==> src/sv/rmbt_pkg.sv <==
package rmbt_pkg;

  // Storage geometry
  localparam int DEPTH      = 1024;
  localparam int BLOCK_SIZE = 32;
  localparam int NUM_BLOCKS = (DEPTH + BLOCK_SIZE - 1) / BLOCK_SIZE;

  // Field widths
  localparam int POS_W  = 10;
  localparam int LEN_W  = 11;
  localparam int VAL_W  = 31;
  localparam int ADDR_W = (DEPTH > 1) ? $clog2(DEPTH) : 1;
  localparam int NB_W   = (NUM_BLOCKS > 1) ? $clog2(NUM_BLOCKS) : 1;
  localparam int BLK_W  = $clog2(BLOCK_SIZE);

  localparam logic [VAL_W-1:0] IDENTITY = {VAL_W{1'b1}};

  // Action codes
  localparam logic ACT_WRITE = 1'b0;
  localparam logic ACT_QUERY = 1'b1;

  typedef enum logic [3:0] {
    ST_CLEAR,
    ST_IDLE,
    ST_WRITE,
    ST_RESCAN,
    ST_QLEFT,
    ST_QMID,
    ST_QRIGHT,
    ST_DRAIN,
    ST_FIN
  } state_t;

  typedef struct packed {
    logic              we;
    logic [ADDR_W-1:0] waddr;
    logic [VAL_W-1:0]  wdata;
    logic [ADDR_W-1:0] raddr;
  } elem_req_t;

  typedef struct packed {
    logic             we;
    logic [NB_W-1:0]  waddr;
    logic [VAL_W-1:0] wdata;
    logic [NB_W-1:0]  raddr;
  } blk_req_t;

endpackage

==> src/sv/rmbt_if.sv <==
interface rmbt_in_if import rmbt_pkg::*; ();
  logic             valid;
  logic             ready;
  logic             action;
  logic [POS_W-1:0] position;
  logic [LEN_W-1:0] range_end;
  logic [VAL_W-1:0] value;

  modport source (output valid, action, position, range_end, value, input ready);
  modport sink   (input valid, action, position, range_end, value, output ready);
endinterface

interface rmbt_out_if import rmbt_pkg::*; ();
  logic             valid;
  logic             ready;
  logic [VAL_W-1:0] minimum;
  logic             empty_range;

  modport source (output valid, minimum, empty_range, input ready);
  modport sink   (input valid, minimum, empty_range, output ready);
endinterface

interface rmbt_cfg_if import rmbt_pkg::*; ();
  logic             valid;
  logic             ready;
  logic [LEN_W-1:0] data;

  modport source (output valid, data, input ready);
  modport sink   (input valid, data, output ready);
endinterface

==> src/sv/rmbt_ctrl.sv <==
module rmbt_ctrl import rmbt_pkg::*; (
  input  logic              clk,
  input  logic              rst_n,
  rmbt_in_if.sink           in_ch,
  rmbt_out_if.source        out_ch,
  rmbt_cfg_if.sink          cfg_ch,
  output elem_req_t         elem_req,
  input  logic [VAL_W-1:0]  elem_q,
  output blk_req_t          blk_req,
  input  logic [VAL_W-1:0]  blk_q
);

  state_t           st_r, st_nxt;
  logic [LEN_W-1:0] ptr_r, ptr_nxt;
  logic [LEN_W-1:0] lim_r, lim_nxt;
  logic [POS_W-1:0] pos_r, pos_nxt;
  logic [LEN_W-1:0] end_r, end_nxt;
  logic [VAL_W-1:0] val_r, val_nxt;
  logic [NB_W-1:0]  cl_r, cl_nxt;
  logic [NB_W-1:0]  cr_r, cr_nxt;
  logic             query_r, query_nxt;
  logic [VAL_W-1:0] acc_r, acc_nxt;
  logic             empty_r, empty_nxt;
  logic             rd_vld_r, rd_vld_nxt;
  logic             rd_blk_r, rd_blk_nxt;
  logic [LEN_W-1:0] used_len_r, used_len_nxt;
  logic             out_vld_r, out_vld_nxt;
  logic [VAL_W-1:0] out_min_r, out_min_nxt;
  logic             out_empty_r, out_empty_nxt;

  logic             in_acc;
  logic [LEN_W-1:0] end_clamp;
  logic [LEN_W-1:0] end_m1;
  logic [LEN_W-1:0] pos_ext;
  logic [NB_W-1:0]  in_cl;
  logic [NB_W-1:0]  in_cr;
  logic             q_empty;
  logic             wr_ok;
  logic [LEN_W-1:0] left_lim;
  logic [LEN_W-1:0] ptr_inc;
  logic             scan_last;
  logic             scanning;
  logic             mid_ok;
  logic [LEN_W-1:0] right_lo;
  logic [NB_W-1:0]  wr_blk;
  logic [LEN_W-1:0] resc_lo;
  logic [LEN_W-1:0] resc_hi;
  logic [VAL_W-1:0] rd_data;
  logic             out_free;

  // Handshakes
  assign in_ch.ready  = (st_r == ST_IDLE);
  assign in_acc       = in_ch.valid && in_ch.ready;
  assign cfg_ch.ready = 1'b1;
  assign out_ch.valid       = out_vld_r;
  assign out_ch.minimum     = out_min_r;
  assign out_ch.empty_range = out_empty_r;
  assign out_free = !out_vld_r || out_ch.ready;

  // Decode of the incoming item
  assign pos_ext   = LEN_W'(in_ch.position);
  assign end_clamp = (in_ch.range_end > used_len_r) ? used_len_r : in_ch.range_end;
  assign end_m1    = end_clamp - LEN_W'(1);
  assign in_cl     = NB_W'(in_ch.position >> BLK_W);
  assign in_cr     = NB_W'(end_m1 >> BLK_W);
  assign q_empty   = (pos_ext >= end_clamp);
  assign wr_ok     = (pos_ext < used_len_r);
  assign left_lim  = (in_cl == in_cr) ? end_clamp
                                      : LEN_W'((LEN_W'(in_cl) + LEN_W'(1)) << BLK_W);

  // Scan bookkeeping
  assign ptr_inc   = ptr_r + LEN_W'(1);
  assign scan_last = (ptr_inc == lim_r);
  assign scanning  = (st_r == ST_RESCAN) || (st_r == ST_QLEFT) ||
                     (st_r == ST_QMID) || (st_r == ST_QRIGHT);
  assign mid_ok    = (LEN_W'(cr_r) > (LEN_W'(cl_r) + LEN_W'(1)));
  assign right_lo  = LEN_W'(LEN_W'(cr_r) << BLK_W);
  assign wr_blk    = NB_W'(pos_r >> BLK_W);
  assign resc_lo   = LEN_W'(LEN_W'(wr_blk) << BLK_W);
  assign resc_hi   = ((resc_lo + LEN_W'(BLOCK_SIZE)) > used_len_r) ? used_len_r
                                                               : (resc_lo + LEN_W'(BLOCK_SIZE));
  assign rd_data   = rd_blk_r ? blk_q : elem_q;

  // Next state
  always_comb begin
    st_nxt = st_r;
    unique case (st_r)
      ST_CLEAR: begin
        if (ptr_r == LEN_W'(DEPTH - 1)) st_nxt = ST_IDLE;
      end
      ST_IDLE: begin
        if (in_acc) begin
          if (in_ch.action == ACT_QUERY) st_nxt = q_empty ? ST_FIN : ST_QLEFT;
          else if (wr_ok)                st_nxt = ST_WRITE;
        end
      end
      ST_WRITE:  st_nxt = ST_RESCAN;
      ST_RESCAN: begin
        if (scan_last) st_nxt = ST_DRAIN;
      end
      ST_QLEFT: begin
        if (scan_last) begin
          if (cl_r == cr_r) st_nxt = ST_DRAIN;
          else if (mid_ok)  st_nxt = ST_QMID;
          else              st_nxt = ST_QRIGHT;
        end
      end
      ST_QMID: begin
        if (scan_last) st_nxt = ST_QRIGHT;
      end
      ST_QRIGHT: begin
        if (scan_last) st_nxt = ST_DRAIN;
      end
      ST_DRAIN: st_nxt = ST_FIN;
      ST_FIN: begin
        if (!query_r || out_free) st_nxt = ST_IDLE;
      end
      default: st_nxt = ST_IDLE;
    endcase
  end

  // Datapath and memory requests
  always_comb begin
    ptr_nxt       = ptr_r;
    lim_nxt       = lim_r;
    pos_nxt       = pos_r;
    end_nxt       = end_r;
    val_nxt       = val_r;
    cl_nxt        = cl_r;
    cr_nxt        = cr_r;
    query_nxt     = query_r;
    empty_nxt     = empty_r;
    acc_nxt       = acc_r;
    rd_vld_nxt    = scanning;
    rd_blk_nxt    = (st_r == ST_QMID);
    out_vld_nxt   = out_vld_r;
    out_min_nxt   = out_min_r;
    out_empty_nxt = out_empty_r;
    used_len_nxt  = used_len_r;

    elem_req.we    = 1'b0;
    elem_req.waddr = pos_r[ADDR_W-1:0];
    elem_req.wdata = val_r;
    elem_req.raddr = ptr_r[ADDR_W-1:0];
    blk_req.we     = 1'b0;
    blk_req.waddr  = wr_blk;
    blk_req.wdata  = acc_r;
    blk_req.raddr  = ptr_r[NB_W-1:0];

    // fold the word read last cycle
    if (rd_vld_r && (rd_data < acc_r)) acc_nxt = rd_data;

    unique case (st_r)
      ST_CLEAR: begin
        elem_req.we    = 1'b1;
        elem_req.waddr = ptr_r[ADDR_W-1:0];
        elem_req.wdata = IDENTITY;
        blk_req.we     = (ptr_r < LEN_W'(NUM_BLOCKS));
        blk_req.waddr  = ptr_r[NB_W-1:0];
        blk_req.wdata  = IDENTITY;
        ptr_nxt        = ptr_inc;
      end
      ST_IDLE: begin
        if (in_acc) begin
          pos_nxt   = in_ch.position;
          end_nxt   = end_clamp;
          val_nxt   = in_ch.value;
          cl_nxt    = in_cl;
          cr_nxt    = in_cr;
          query_nxt = (in_ch.action == ACT_QUERY);
          empty_nxt = q_empty;
          acc_nxt   = IDENTITY;
          ptr_nxt   = pos_ext;
          lim_nxt   = left_lim;
        end
      end
      ST_WRITE: begin
        elem_req.we = 1'b1;
        ptr_nxt     = resc_lo;
        lim_nxt     = resc_hi;
      end
      ST_RESCAN, ST_QRIGHT: begin
        ptr_nxt = ptr_inc;
      end
      ST_QLEFT: begin
        ptr_nxt = ptr_inc;
        if (scan_last) begin
          if (mid_ok) begin
            ptr_nxt = LEN_W'(cl_r) + LEN_W'(1);
            lim_nxt = LEN_W'(cr_r);
          end else begin
            ptr_nxt = right_lo;
            lim_nxt = end_r;
          end
        end
      end
      ST_QMID: begin
        ptr_nxt = ptr_inc;
        if (scan_last) begin
          ptr_nxt = right_lo;
          lim_nxt = end_r;
        end
      end
      ST_DRAIN: begin
      end
      ST_FIN: begin
        if (!query_r) begin
          blk_req.we = 1'b1;
        end
      end
      default: begin
      end
    endcase

    // output register
    if (out_vld_r && out_ch.ready) out_vld_nxt = 1'b0;
    if ((st_r == ST_FIN) && query_r && out_free) begin
      out_vld_nxt   = 1'b1;
      out_min_nxt   = acc_r;
      out_empty_nxt = empty_r;
    end

    // length register, saturated to the store depth
    if (cfg_ch.valid) begin
      used_len_nxt = (cfg_ch.data > LEN_W'(DEPTH)) ? LEN_W'(DEPTH) : cfg_ch.data;
    end
  end

  // Control registers
  always_ff @(posedge clk) begin
    if (!rst_n) begin
      st_r       <= ST_CLEAR;
      ptr_r      <= '0;
      rd_vld_r   <= 1'b0;
      out_vld_r  <= 1'b0;
      used_len_r <= LEN_W'(DEPTH);
    end else begin
      st_r       <= st_nxt;
      ptr_r      <= ptr_nxt;
      rd_vld_r   <= rd_vld_nxt;
      out_vld_r  <= out_vld_nxt;
      used_len_r <= used_len_nxt;
    end
  end

  // Payload registers
  always_ff @(posedge clk) begin
    lim_r       <= lim_nxt;
    pos_r       <= pos_nxt;
    end_r       <= end_nxt;
    val_r       <= val_nxt;
    cl_r        <= cl_nxt;
    cr_r        <= cr_nxt;
    query_r     <= query_nxt;
    empty_r     <= empty_nxt;
    acc_r       <= acc_nxt;
    rd_blk_r    <= rd_blk_nxt;
    out_min_r   <= out_min_nxt;
    out_empty_r <= out_empty_nxt;
  end

  // Checks
  a_scan_in_bounds: assert property (@(posedge clk) disable iff (!rst_n)
    scanning |-> (ptr_r < lim_r))
    else $error("scan pointer past its limit");

  a_empty_identity: assert property (@(posedge clk) disable iff (!rst_n)
    (out_vld_r && out_empty_r) |-> (out_min_r == IDENTITY))
    else $error("empty range item without identity minimum");

  a_write_in_use: assert property (@(posedge clk) disable iff (!rst_n)
    (st_r == ST_WRITE) |-> (LEN_W'(pos_r) < used_len_r))
    else $error("element write beyond used length");

  a_len_sat: assert property (@(posedge clk) disable iff (!rst_n)
    $past(cfg_ch.valid) |-> (used_len_r <= LEN_W'(DEPTH)))
    else $error("used length above store depth");

endmodule

==> src/flat_wrapper.sv <==
// flat-port wrapper written by rule: the top's interface ports become plain ports
module rmbt_ctrl_flat import rmbt_pkg::*;
  (clk, rst_n, elem_req, elem_q, blk_req, blk_q, in_ch_valid, in_ch_action, in_ch_position, in_ch_range_end, in_ch_value, in_ch_ready, out_ch_valid, out_ch_minimum, out_ch_empty_range, out_ch_ready, cfg_ch_valid, cfg_ch_data, cfg_ch_ready);
  rmbt_in_if in_ch_i ();
  rmbt_out_if out_ch_i ();
  rmbt_cfg_if cfg_ch_i ();
  input  logic clk;
  input  logic rst_n;
  output elem_req_t elem_req;
  input  logic [VAL_W-1:0] elem_q;
  output blk_req_t blk_req;
  input  logic [VAL_W-1:0] blk_q;
  input wire logic [$bits(in_ch_i.valid)-1:0] in_ch_valid;
  input wire logic [$bits(in_ch_i.action)-1:0] in_ch_action;
  input wire logic [$bits(in_ch_i.position)-1:0] in_ch_position;
  input wire logic [$bits(in_ch_i.range_end)-1:0] in_ch_range_end;
  input wire logic [$bits(in_ch_i.value)-1:0] in_ch_value;
  output wire logic [$bits(in_ch_i.ready)-1:0] in_ch_ready;
  output wire logic [$bits(out_ch_i.valid)-1:0] out_ch_valid;
  output wire logic [$bits(out_ch_i.minimum)-1:0] out_ch_minimum;
  output wire logic [$bits(out_ch_i.empty_range)-1:0] out_ch_empty_range;
  input wire logic [$bits(out_ch_i.ready)-1:0] out_ch_ready;
  input wire logic [$bits(cfg_ch_i.valid)-1:0] cfg_ch_valid;
  input wire logic [$bits(cfg_ch_i.data)-1:0] cfg_ch_data;
  output wire logic [$bits(cfg_ch_i.ready)-1:0] cfg_ch_ready;
  assign in_ch_i.valid = in_ch_valid;
  assign in_ch_i.action = in_ch_action;
  assign in_ch_i.position = in_ch_position;
  assign in_ch_i.range_end = in_ch_range_end;
  assign in_ch_i.value = in_ch_value;
  assign in_ch_ready = in_ch_i.ready;
  assign out_ch_valid = out_ch_i.valid;
  assign out_ch_minimum = out_ch_i.minimum;
  assign out_ch_empty_range = out_ch_i.empty_range;
  assign out_ch_i.ready = out_ch_ready;
  assign cfg_ch_i.valid = cfg_ch_valid;
  assign cfg_ch_i.data = cfg_ch_data;
  assign cfg_ch_ready = cfg_ch_i.ready;
  rmbt_ctrl u_core (.clk(clk), .rst_n(rst_n), .in_ch(in_ch_i), .out_ch(out_ch_i), .cfg_ch(cfg_ch_i), .elem_req(elem_req), .elem_q(elem_q), .blk_req(blk_req), .blk_q(blk_q));
endmodule
==> config.mk <==
export PLATFORM = sky130hd
export DESIGN_NAME = rmbt_ctrl_flat
export DESIGN_NICKNAME = d
export VERILOG_FILES = /design/src/sv/rmbt_pkg.sv /design/src/sv/rmbt_if.sv /design/src/sv/rmbt_ctrl.sv /design/src/flat_wrapper.sv
export SDC_FILE = /design/constraint.sdc
export NUM_CORES = 1
export LEC_CHECK = 0
export BUFFER_PORTS_ARGS = -buffer_cell sky130_fd_sc_hd__buf_2
export CAP_MARGIN = 0
export CORE_ASPECT_RATIO = 0.6
export CORE_MARGIN = 5
export CORE_UTILIZATION = 45
export CTS_CLUSTER_SIZE = 24
export DETAILED_ROUTE_END_ITERATION = 8
export PLACE_DENSITY = 0.7
export SLEW_MARGIN = 5
export SYNTH_ARGS = -nofsm -noshare
export SYNTH_HDL_FRONTEND = slang
export SYNTH_SLANG_ARGS = --single-unit
==> constraint.sdc <==
create_clock -name clk -period 7.49 [get_ports clk]
set_input_delay 0 -clock clk [delete_from_list [all_inputs] [get_ports clk]]
set_output_delay 0 -clock clk [all_outputs]
set_load 0.03 [all_outputs]
==> metrics.md, run 1 <==
| Metric | Value |
|---|---|
| Status | completed |
| RR Endpoint | u_core.st_r[3]$_SDFFE_PN0P_ |
| Worst reg2reg path startpoint | u_core.used_len_r[6]$_SDFFE_PN0P_ |
| Core area | 0.0212 mm^2 |
| Total grt overflow | 0 |
| Vias in the first global route | 8852 |
| Final setup viols | 0 |
| Most common cell in the netlist | nand2_1 |
| Total CTS buffers | 17 |
| Max_cap viols | 0 |
| Largest net degree at the start of global routing | 43 |
| # diodes | 0 |
| Tot GR Track Use | between 20 and 30% |
| Gate Count Post-Synth | approximately 990 |
| Row count | about 40 |
| Peak supply drop | 0.181 mV |
| Top Usage Layer GRT | met1 |
| Hold Violations, Final | 0 |
| Final antenna-violating net count | 0 |
| Syn Nets | 1197 |
| Worst Setup End Kind | flip-flop |
| Buffers added on ports | 258 |
| CP startpoint | u_core.used_len_r[6]$_SDFFE_PN0P_ |
| Crit path max fanout | 7 |
| WL final | roughly 32000 um |
| Skew-Pair Late Insertion Delay | 430 ps |
| Critical Path End | u_core.st_r[3]$_SDFFE_PN0P_ |
| Syn. warnings | 0 |
| Nets | around 1.5k |
| Placer's final routability congestion estimate | just under 1 |
| Worst Hold Slack | 38.9 ps |
| RSZ-0062 raised after global routing | no |
| Die Ht | 124 um |
| Layout cells sized above 1 | 27.9% |
| Met1 Use GR | 36.6% |
| Power density cells | roughly 330 mW/mm^2 |
| Fraction of registers with async set/reset | 0% |
| Synth area leaders | edfxtp_1, dfxtp_1, ha_1, mux2i_1, nand2_1 |
| Wire per inst | 19.9 um |
| Residual DRC | 0 |
| Slew headroom | a little under 30% |
| Overall power | between 4 and 5 mW |
| Tcrit/Tclk final | 64.1% |
| Post-synth EDFFs | a little over 100 |
| Setup bufs post-CTS | 0 |
| Synthesized area | 0.00983 mm^2 |
| Crit path launch type | flip-flop |
| Drt pass-1 iters | 5 |
| F_max | roughly 210 MHz |
| Final Max Slew Viols | 0 |
| Clk root buf | clkbuf_16 |
| Leakage | 5.64 nW |
| Initial Util | 46.3% |
| Die Width | 201 um |
| Seq/Total Area, Yosys | 43.4% |
| Avg Cell Area, Syn | 9.91 um^2 |
| Register bit total from synthesis | 162 |
| Crit path DAT | roughly 5000 ps |
| H-tree Lvls | 4 |
| R2R setup slack | 2690 ps |
| Final core occ | just over 60% |
| Clk buf depth | 2 |
| Dpl hpwl | between 20000 and 25000 um |
| Die footprint | ~0.025 mm^2 |
| FF-to-FF path depth | 17 |
| Via density | 5.43 |
| Met3 Resource Use GR | 8.53% |
| CTS resizes | 0 |
| Fin crit period | roughly 4800 ps |
| Boundary Pins | 260 |
| Setup TNS | 0 ps |
| Initial antenna violation count | 0 |
| Worst-margin pin slew | 1060 ps |
| Area growth syn-to-layout | 32.8% |
| CP required | 7760 ps |
| Clock skew | 12.8 ps |
| Distinct cells, synth | 69 |
| Synth Flop Type | edfxtp_1 |
| Critical path class | flip-flop to flip-flop |
| Clk sinks | 162 |
| Post-CTS Hold Buffers | 123 |
| Top cell type's share of synthesized area | 31.2% |
| Via count | 8869 |
| Worst min path class | primary input to flip-flop |
| Synth top cells by count | nand2_1, edfxtp_1, ha_1 |
| Min-delay src | in_ch_range_end[5] |
| CTS tree | built |
| Synth area leader | edfxtp_1 |
| Met2 usage | 36.4% |
| Drt initial violations | 687 |
| Clock-pin slew of the registers on the worst-case setup and hold paths | 70 ps |
| First-pass GRT wire length | 50100 um |
[area by class of cell]
cell class	instances	area, um^2
Clock buffer	21	440
Clock inverter	11	114
Fill cell	1745	8180
Inverter	72	270
Multi-Input combinational cell	698	5040
Sequential cell	162	4260
Tap cell	279	349
Timing Repair Buffer	389	2580
[per-layer routing]
metal  wire length, um  vias up
li1                  -     4241
met1             15200     4169
met2             13400      413
met3              3430       46
met4               543        0
met5                 0        -
[worst max-delay path, stage by stage (launching register included)]
cell and delay [ps]:
dfxtp_1 430, inv_1 150, ha_1 340, a21oi_1 130, o21ai_0 90, a2111oi_0 800, a41oi_2 260, o21ai_0 430
ha_1 300, nand2b_1 150, a21o_1 180, a21o_1 160, a21oi_1 200, o21ai_0 220, a221oi_1 430, nor2_1 110
a31oi_1 200, a211oi_1 70
[state kept, by name, indices dropped and copies added, names as in the netlist, 10 cells and up]
register,count
u_core.acc_r,31
u_core.ptr_r,11
u_core.used_len_r,11
u_core.val_r,31
u_core.pos_r,10
u_core.lim_r,11
u_core.end_r,11
u_core.out_ch.minimum,31
[metrics by stage]
step / setup WS, ps / instances / cell area (um^2)
after floorplan: 3360 / 992 / 9830
after global placement: 3100 / 1477 / 11300
after detailed placement: 2900 / 1477 / 11300
after CTS: 2870 / 1632 / 13100
after global routing: 2330 / 1632 / 13100
final: 2690 / 1632 / 13100
[power breakdown]
group          internal, mW  switching [mW]
combinational         0.741            1.41
clock                 0.487           0.366
sequential             1.17           0.181
[kinds of logic (layout without fill, tap and decap cells)]
group / count (synthesis) / in the layout / share of synthesized area [%]
compound gates: 180 / 180 / 12.7
xor+xnor: 38 / 38 / 3.39
fa+ha+maj: 74 / 74 / 9.42
buf+inv: 132 / 493 / 5.76
flops: 162 / 162 / 43.4
mux: 91 / 91 / 9.82
other cells: 1 / 1 / 0.0381
simple gates: 314 / 314 / 15.5
[layout by cell type, fill, tap and decap left out, drive strengths merged, types with 12 or more instances in the layout]
| master | n |
|---|---|
| buf | 266 |
| nand2 | 140 |
| dlygate4sd3 | 123 |
| edfxtp | 102 |
| ha | 74 |
| inv | 72 |
| dfxtp | 60 |
| mux2i | 56 |
| o21ai | 40 |
| nor2 | 37 |
| mux2 | 34 |
| or2 | 33 |
| xnor2 | 29 |
| a21o | 25 |
| a21oi | 25 |
| clkbuf | 21 |
| nor3 | 19 |
| nand3 | 18 |
| a211oi | 15 |
| nand2b | 12 |
[worst min path at each step]
| stage | endpoint | slack [ps] | cells past startpoint |
|---|---|---|---|
| 6_report | u_core.end_r[5]$_DFFE_PP_ | 40 | 3 |
| 3_5_place_dp | u_core.val_r[24]$_DFFE_PP_ | 180 | 1 |
| 2_1_floorplan | u_core.pos_r[0]$_DFFE_PP_ | 100 | 0 |
| 3_3_place_gp | u_core.val_r[2]$_DFFE_PP_ | 180 | 1 |
| 4_1_cts | u_core.end_r[5]$_DFFE_PP_ | 6 | 3 |
| 5_1_grt | u_core.end_r[6]$_DFFE_PP_ | 30 | 2 |
Note: power is estimated with default switching activity, not from simulation.
==> run 2, diff against run 1 <==
- PLACE_DENSITY: 0.7 -> 0.73
- clock period: 7.49 -> 4.3 ns (I/O delays scaled with it)
==> metrics.md, run 2 (synthesis gave the netlist of run 1 again) <==
| Metric | Value |
|---|---|
| Final setup viols | 0 (unchanged) |
| Final Max Slew Viols | 0 (unchanged) |
| Worst-margin pin slew | 1090 ps (+34.7 ps) |
| WL final | 33000 um (+1.6%) |
| Max_cap viols | 0 (unchanged) |
| First-pass GRT wire length | 51500 um (+2.9%) |
| R2R setup slack | 220 ps (-2470 ps) |
| Most common library cell in the layout ignoring fill and taps | buf_2 |
| Vias in the first global route | 9008 (+1.8%) |
| Row count | 41 (unchanged) |
| Final antenna-violating net count | 0 (unchanged) |
| Wire per inst | 20.0 um (+0.67%) |
| Placer's final routability congestion estimate | 0.939 (-2.7%) |
| Worst Setup End Kind | flip-flop |
| Fin crit period | 4080 ps (-722 ps) |
| Boundary Pins | 260 (unchanged) |
| Dpl hpwl | 23400 um (-1.1%) |
| H-tree Lvls | 4 (unchanged) |
| Hold path endpoint | u_core.used_len_r[6]$_SDFFE_PN0P_ |
| Area growth syn-to-layout | 34.6% |
| Peak supply drop | 0.363 mV (+100%) |
| FF-to-FF path depth | 18 (+1) |
| Nets | 1558 (+0.84%) |
| Crit path max fanout | 5 (-2) |
| Tot GR Track Use | 26.0% (+0.55 points) |
| Hold depth | 3 (unchanged) |
| Tcrit/Tclk final | 94.9% (+31 points) |
| Status | completed |
| Worst path max stage delay | 370 ps (-430 ps) |
| Placed cell area | 0.0114 mm^2 (+0.81%) |
| Post-Layout Inst Area | 0.0132 mm^2 (+1.4%) |
| Pre-CTS WS | 150 ps (-2750 ps) |
| Worst reg2reg path startpoint | u_core.used_len_r[9]$_SDFFE_PN0P_ |
| Via density | 5.54 (+1.9%) |
| Clk sinks | 162 (unchanged) |
| Core area | 0.0212 mm^2 (unchanged) |
| Critical path, cell by cell | inv_1, ha_1, nand4_1, a211oi_2, a2111oi_2, buf_4, a41oi_2, buf_4, mux2i_2, ha_1, a21o_1, a21o_1, a21oi_1, o21ai_0, a221oi_2, nor2_1, a31oi_1, a211oi_1 |
| Via count | 9123 (+2.9%) |
| Clk root buf | clkbuf_16 |
| Total grt overflow | 0 (unchanged) |
| Skew-Pair Late Insertion Delay | 430 ps (about the same) |
| Clock skew | 11.1 ps (-1.72 ps) |
| Min-delay src | cfg_ch_valid |
| Critical path class | flip-flop to flip-flop |
| Layout cells sized above 1 | 28.9% (+0.98 points) |
| Clk buf depth | 2 (unchanged) |
| Largest net degree at the start of global routing | 43 (unchanged) |
| Total CTS buffers | 17 (unchanged) |
| Initial antenna violation count | 1 (+1) |
| Drt pass-1 iters | 5 (unchanged) |
| Leakage | 5.74 nW (+1.7%) |
| Clock-pin slew of the registers on the worst-case setup and hold paths | 70 ps (about the same) |
| Setup ws final | 219 ps (-2470 ps) |
| Crit path DAT | 4360 ps (-710 ps) |
| CTS tree | built |
| Die footprint | 0.0250 mm^2 (unchanged) |
| Die Width | 201 um (unchanged) |
| Buffers added on ports | 258 (unchanged) |
| Hold Violations, Final | 0 (unchanged) |
| Slowest library cell on the worst path | dfxtp_1 |
| Initial Util | 46.3% (unchanged) |
| Crit path launch type | flip-flop |
| F_max | 245 MHz (+18%) |
| CP required | 4580 ps (-3180 ps) |
| RR Endpoint | u_core.st_r[3]$_SDFFE_PN0P_ |
| Slew headroom | 27.0% (-2.3 points) |
| Most frequent cells in the layout | buf_2, nand2_1, dlygate4sd3_1 |
| Drt initial violations | 773 (+13%) |
| Residual DRC | 0 (unchanged) |
| Power density cells | 584 mW/mm^2 (+75%) |
| Worst min path class | primary input to flip-flop |
| Die Ht | 124 um (unchanged) |
## run 2: cell count changes in the layout (fill, tap and decap cells not counted), sizes merged
cell / delta
clkinvlp: -2
dlygate4sd3: +2
buf: +11
clkbuf: +2
diode: +2
## run 2: worst max path at each step
stage | start | endpoint | slack, ps | cells past startpoint
finish | u_core.used_len_r[9]$_SDFFE_PN0P_ | u_core.st_r[3]$_SDFFE_PN0P_ | 220 | 18
floorplan | u_core.used_len_r[6]$_SDFFE_PN0P_ | u_core.st_r[3]$_SDFFE_PN0P_ | 170 | 19
global route | u_core.used_len_r[7]$_SDFFE_PN0P_ | u_core.st_r[3]$_SDFFE_PN0P_ | -10 | 18
detailed placement | u_core.used_len_r[6]$_SDFFE_PN0P_ | u_core.st_r[3]$_SDFFE_PN0P_ | 150 | 18
CTS | u_core.used_len_r[6]$_SDFFE_PN0P_ | u_core.st_r[3]$_SDFFE_PN0P_ | 120 | 18
global placement | u_core.used_len_r[6]$_SDFFE_PN0P_ | u_core.st_r[3]$_SDFFE_PN0P_ | 360 | 18
## run 2: layout make-up
class                      instances  area (um^2)
fill                            1722         8000
multi-input combinational        698         5060
sequential                       162         4270
timing repair buffer             402         2700
clock buffer                      23          489
tap                              279          349
inverter                          72          270
clock inverter                     9          104
antenna                            2         5.00
## run 2: what timing repair did
item / CTS / global route
gates resized for setup: 0 / 7
endpoints found under the setup margin: 0 / 3
endpoints found under the hold margin: 92 / 0
hold buffers: 125 / 0
buffers inserted: 0 / 0
## run 2: where the power goes
part / switching, mW / internal (mW) / total [mW]
combinational: 2.50 / 1.32 / 3.82
clock: 0.642 / 0.919 / 1.56
sequential: 0.311 / 2.04 / 2.35
## run 2: worst max-delay path: cells and delay by family, from the launching register on
| family | cells | cell delay [ps] |
|---|---|---|
| multiplexers | 1 | 280 |
| AND/OR/NAND/NOR | 2 | 310 |
| flip-flops | 1 | 370 |
| buffers and inverters | 3 | 470 |
| AO/OA/AOI/OAI | 10 | 1920 |
| adder cells (fa/ha/maj) | 2 | 590 |
## run 2: per-stage QoR
stage / hold slack, ps / std cells / total power [mW] / utilization [%] / TNS (ps)
after floorplan: 98.9 / 992 / 4.92 / - / 0
after global placement: 177 / 1488 / 5.95 / 53.5 / 0
after detailed placement: 178 / 1488 / 6.00 / 53.5 / 0
after CTS: 6.67 / 1645 / 7.69 / 62.2 / 0
after global routing: 18.0 / 1646 / 8.19 / 62.3 / -9.50
final: 41.7 / 1647 / 7.73 / 62.3 / 0
## run 2: routing by layer
metal | GRT usage, % | vias up | wire (um)
li1 | - | 4276 | -
met1 | 37.0 | 4299 | 14800
met2 | 36.9 | 500 | 13800
met3 | 9.50 | 48 | 3870
met4 | 7.64 | 0 | 599
met5 | 0 | - | 0
==> run 3, diff against run 2 <==
==> constraint.sdc (replaced) <==
create_clock -name clk -period 4.3 [get_ports clk]
set_input_delay 0.43 -clock clk [delete_from_list [all_inputs] [get_ports clk]]
set_output_delay 0.43 -clock clk [all_outputs]
set_load 0.03 [all_outputs]
==> metrics.md, run 3 (synthesis gave the netlist of run 1 again) <==
| Metric | Value |
|---|---|
| Top Layer Used | met5 |
| Tcrit/Tclk final | 95.2% (+0.26 points) |
| Boundary Pins | 260 (unchanged) |
| Via count | 8488 (-7.0%) |
| Die footprint | 0.0250 mm^2 (unchanged) |
| Final setup viols | 0 (unchanged) |
| Die Ht | 124 um (unchanged) |
| Initial antenna violation count | 1 (unchanged) |
| Leakage | 5.24 nW (-8.8%) |
| Tot GR Track Use | 23.8% (-2.1 points) |
| DR WL met2 | 12200 um (-12%) |
| Total CTS buffers | 17 (unchanged) |
| Crit path DAT | 4360 ps (about the same) |
| Min-delay src | in_ch_value[6] |
| Die Width | 201 um (unchanged) |
| WL final | 30600 um (-7.2%) |
| Placed cell area | 0.0114 mm^2 (+0.18%) |
| Hold Violations, Final | 0 (unchanged) |
| Post-Layout Inst Area | 0.0120 mm^2 (-9.3%) |
| Drt pass-1 iters | 9 (+4) |
| Clock-pin slew of the registers on the worst-case setup and hold paths | 60 ps (about the same) |
| Status | completed |
| Worst Setup End Kind | flip-flop |
| Vias in the first global route | 8189 (-9.1%) |
| Sequential power share | 30.7% (+0.3 points) |
| Worst reg2reg path startpoint | u_core.used_len_r[8]$_SDFFE_PN0P_ |
| Critical path class | flip-flop to flip-flop |
| Met3 wire length | 3890 um (+0.52%) |
| Dpl hpwl | 23700 um (+1.5%) |
| Post-Place Cells | 1489 (+0.067%) |
| CTS resizes | 0 (unchanged) |
| Power density cells | 639 mW/mm^2 (+9.4%) |
| Worst-margin pin slew | 1040 ps (-53.2 ps) |
| Max_cap viols | 0 (unchanged) |
| Clk buf depth | 2 (unchanged) |
| Row count | 41 (unchanged) |
| Nets | 1434 (-8.0%) |
| H-tree Lvls | 4 (unchanged) |
| Buffers added on ports | 258 (unchanged) |
| Total grt overflow | 0 (unchanged) |
| F_max | 244 MHz (-0.28%) |
| Skew-Pair Late Insertion Delay | 420 ps (about the same) |
| Clk sinks | 162 (unchanged) |
| Slew headroom | 30.5% (+3.6 points) |
| Final antenna-violating net count | 0 (unchanged) |
| Most frequent cells in the layout | buf_2, nand2_1, edfxtp_1 |
| Wire per inst | 20.1 um (+0.46%) |
| Setup bufs post-CTS | 0 (unchanged) |
| Final core occ | 56.5% (-5.8 points) |
| First-pass GRT wire length | 47200 um (-8.5%) |
| Multi-input logic area | 0.00504 mm^2 (-0.30%) |
| Core area | 0.0212 mm^2 (unchanged) |
| Residual DRC | 0 (unchanged) |
| CP startpoint | u_core.used_len_r[8]$_SDFFE_PN0P_ |
| Internal Power | 4.25 mW (-0.53%) |
| Clock skew | 9.89 ps (-1.18 ps) |
| Layout cells sized above 1 | 31.6% (+2.6 points) |
| Via density | 5.58 (+0.75%) |
| Peak supply drop | 0.436 mV (+20%) |
| Most common library cell in the layout ignoring fill and taps | buf_2 |
| # diodes | 0 (-2) |
| CP required | 4570 ps (about the same) |
| Clock power frac | 21.1% (+0.9 points) |
| Largest net degree at the start of global routing | 45 (+4.7%) |
| Switching power | 3.42 mW (-1.1%) |
| Clk root buf | clkbuf_16 |
| Post-CTS Hold Buffers | 0 (-100%) |
| Reg area | 0.00426 mm^2 (about the same) |
| Worst Hold Slack | 182 ps (+140 ps) |
| Placer's final routability congestion estimate | 0.945 (+0.64%) |
| Final Max Slew Viols | 0 (unchanged) |
| M1 WL | 14200 um (-3.5%) |
| Area growth syn-to-layout | 22.1% |
| Worst min path class | primary input to flip-flop |
| Crit path launch type | flip-flop |
| Drt initial violations | 879 (+14%) |
| Net Sw Frac | 44.5% (-0.15 points) |
| Crit path max fanout | 6 (+1) |
| Setup ws final | 208 ps (-11.4 ps) |
| Comb pwr share | 48.3% (-1.1 points) |
| Initial Util | 46.3% (unchanged) |
| Overall power | 7.67 mW (-0.80%) |
| Pre-CTS WS | 222 ps (+72.7 ps) |
| Fin crit period | 4090 ps (+11.4 ps) |
| Setup TNS | 0 ps (unchanged) |
| CTS tree | built |
| Final std cells w/o fill | 1521 (-7.7%) |
| # fillers | 1883 (+9.3%) |
==> run 3: cell count changes in the layout (fill, tap and decap cells not counted), sizes merged, moves of 2 or more <==
cell and delta:
clkinv +2, dlygate4sd3 -125, diode -2, clkbuf -5, bufinv +2
==> run 3: layout make-up <==
cell class              count  area share, %
clock inverters            14           1.56
multi-input cells         698           42.0
inverters                  72           2.25
flip-flops and latches    162           35.5
well taps                 279           2.91
repair buffers            278           12.2
clock buffers              18           3.57
==> run 3: routing by layer <==
layer	up-vias	track usage, %
met1	4011	35.2
li1	4018	-
met5	-	0
met3	23	10.4
met4	2	4.69
met2	434	32.1
==> run 3: path summary, 6_finish.rpt <==
kind / slack (ps) / cells past startpoint / endpoint
max reg2reg: 210 / 18 / u_core.st_r[3]$_SDFFE_PN0P_
max: 210 / 18 / u_core.st_r[3]$_SDFFE_PN0P_
min: 180 / 1 / u_core.val_r[6]$_DFFE_PP_
min reg2reg: 430 / 0 / u_core.out_ch.empty_range$_DFFE_PP_
==> run 3: power groups by stage <==
stage	Sequential [mW]	Combinational (mW)	Clock [mW]
2_1_floorplan	2.21	2.72	0
3_3_place_gp	2.36	3.62	0
3_5_place_dp	2.37	3.67	0
4_1_cts	2.34	3.69	1.65
5_1_grt	2.39	4.03	1.72
6_report	2.35	3.70	1.62
==> run 3: worst max-delay path, stage by stage (launching register included) <==
cell and delay [ps]:
dfxtp_1 390, inv_1 140, ha_1 350, nand4_1 210, a211oi_1 280, a2111oi_0 110, buf_4 160, a41oi_2 240
buf_4 200, mux2i_1 260, ha_1 270, a21o_1 160, a21o_1 160, a21oi_1 150, o21ai_0 160, a221oi_2 330
nor2_1 100, a31oi_1 210, a211oi_1 70
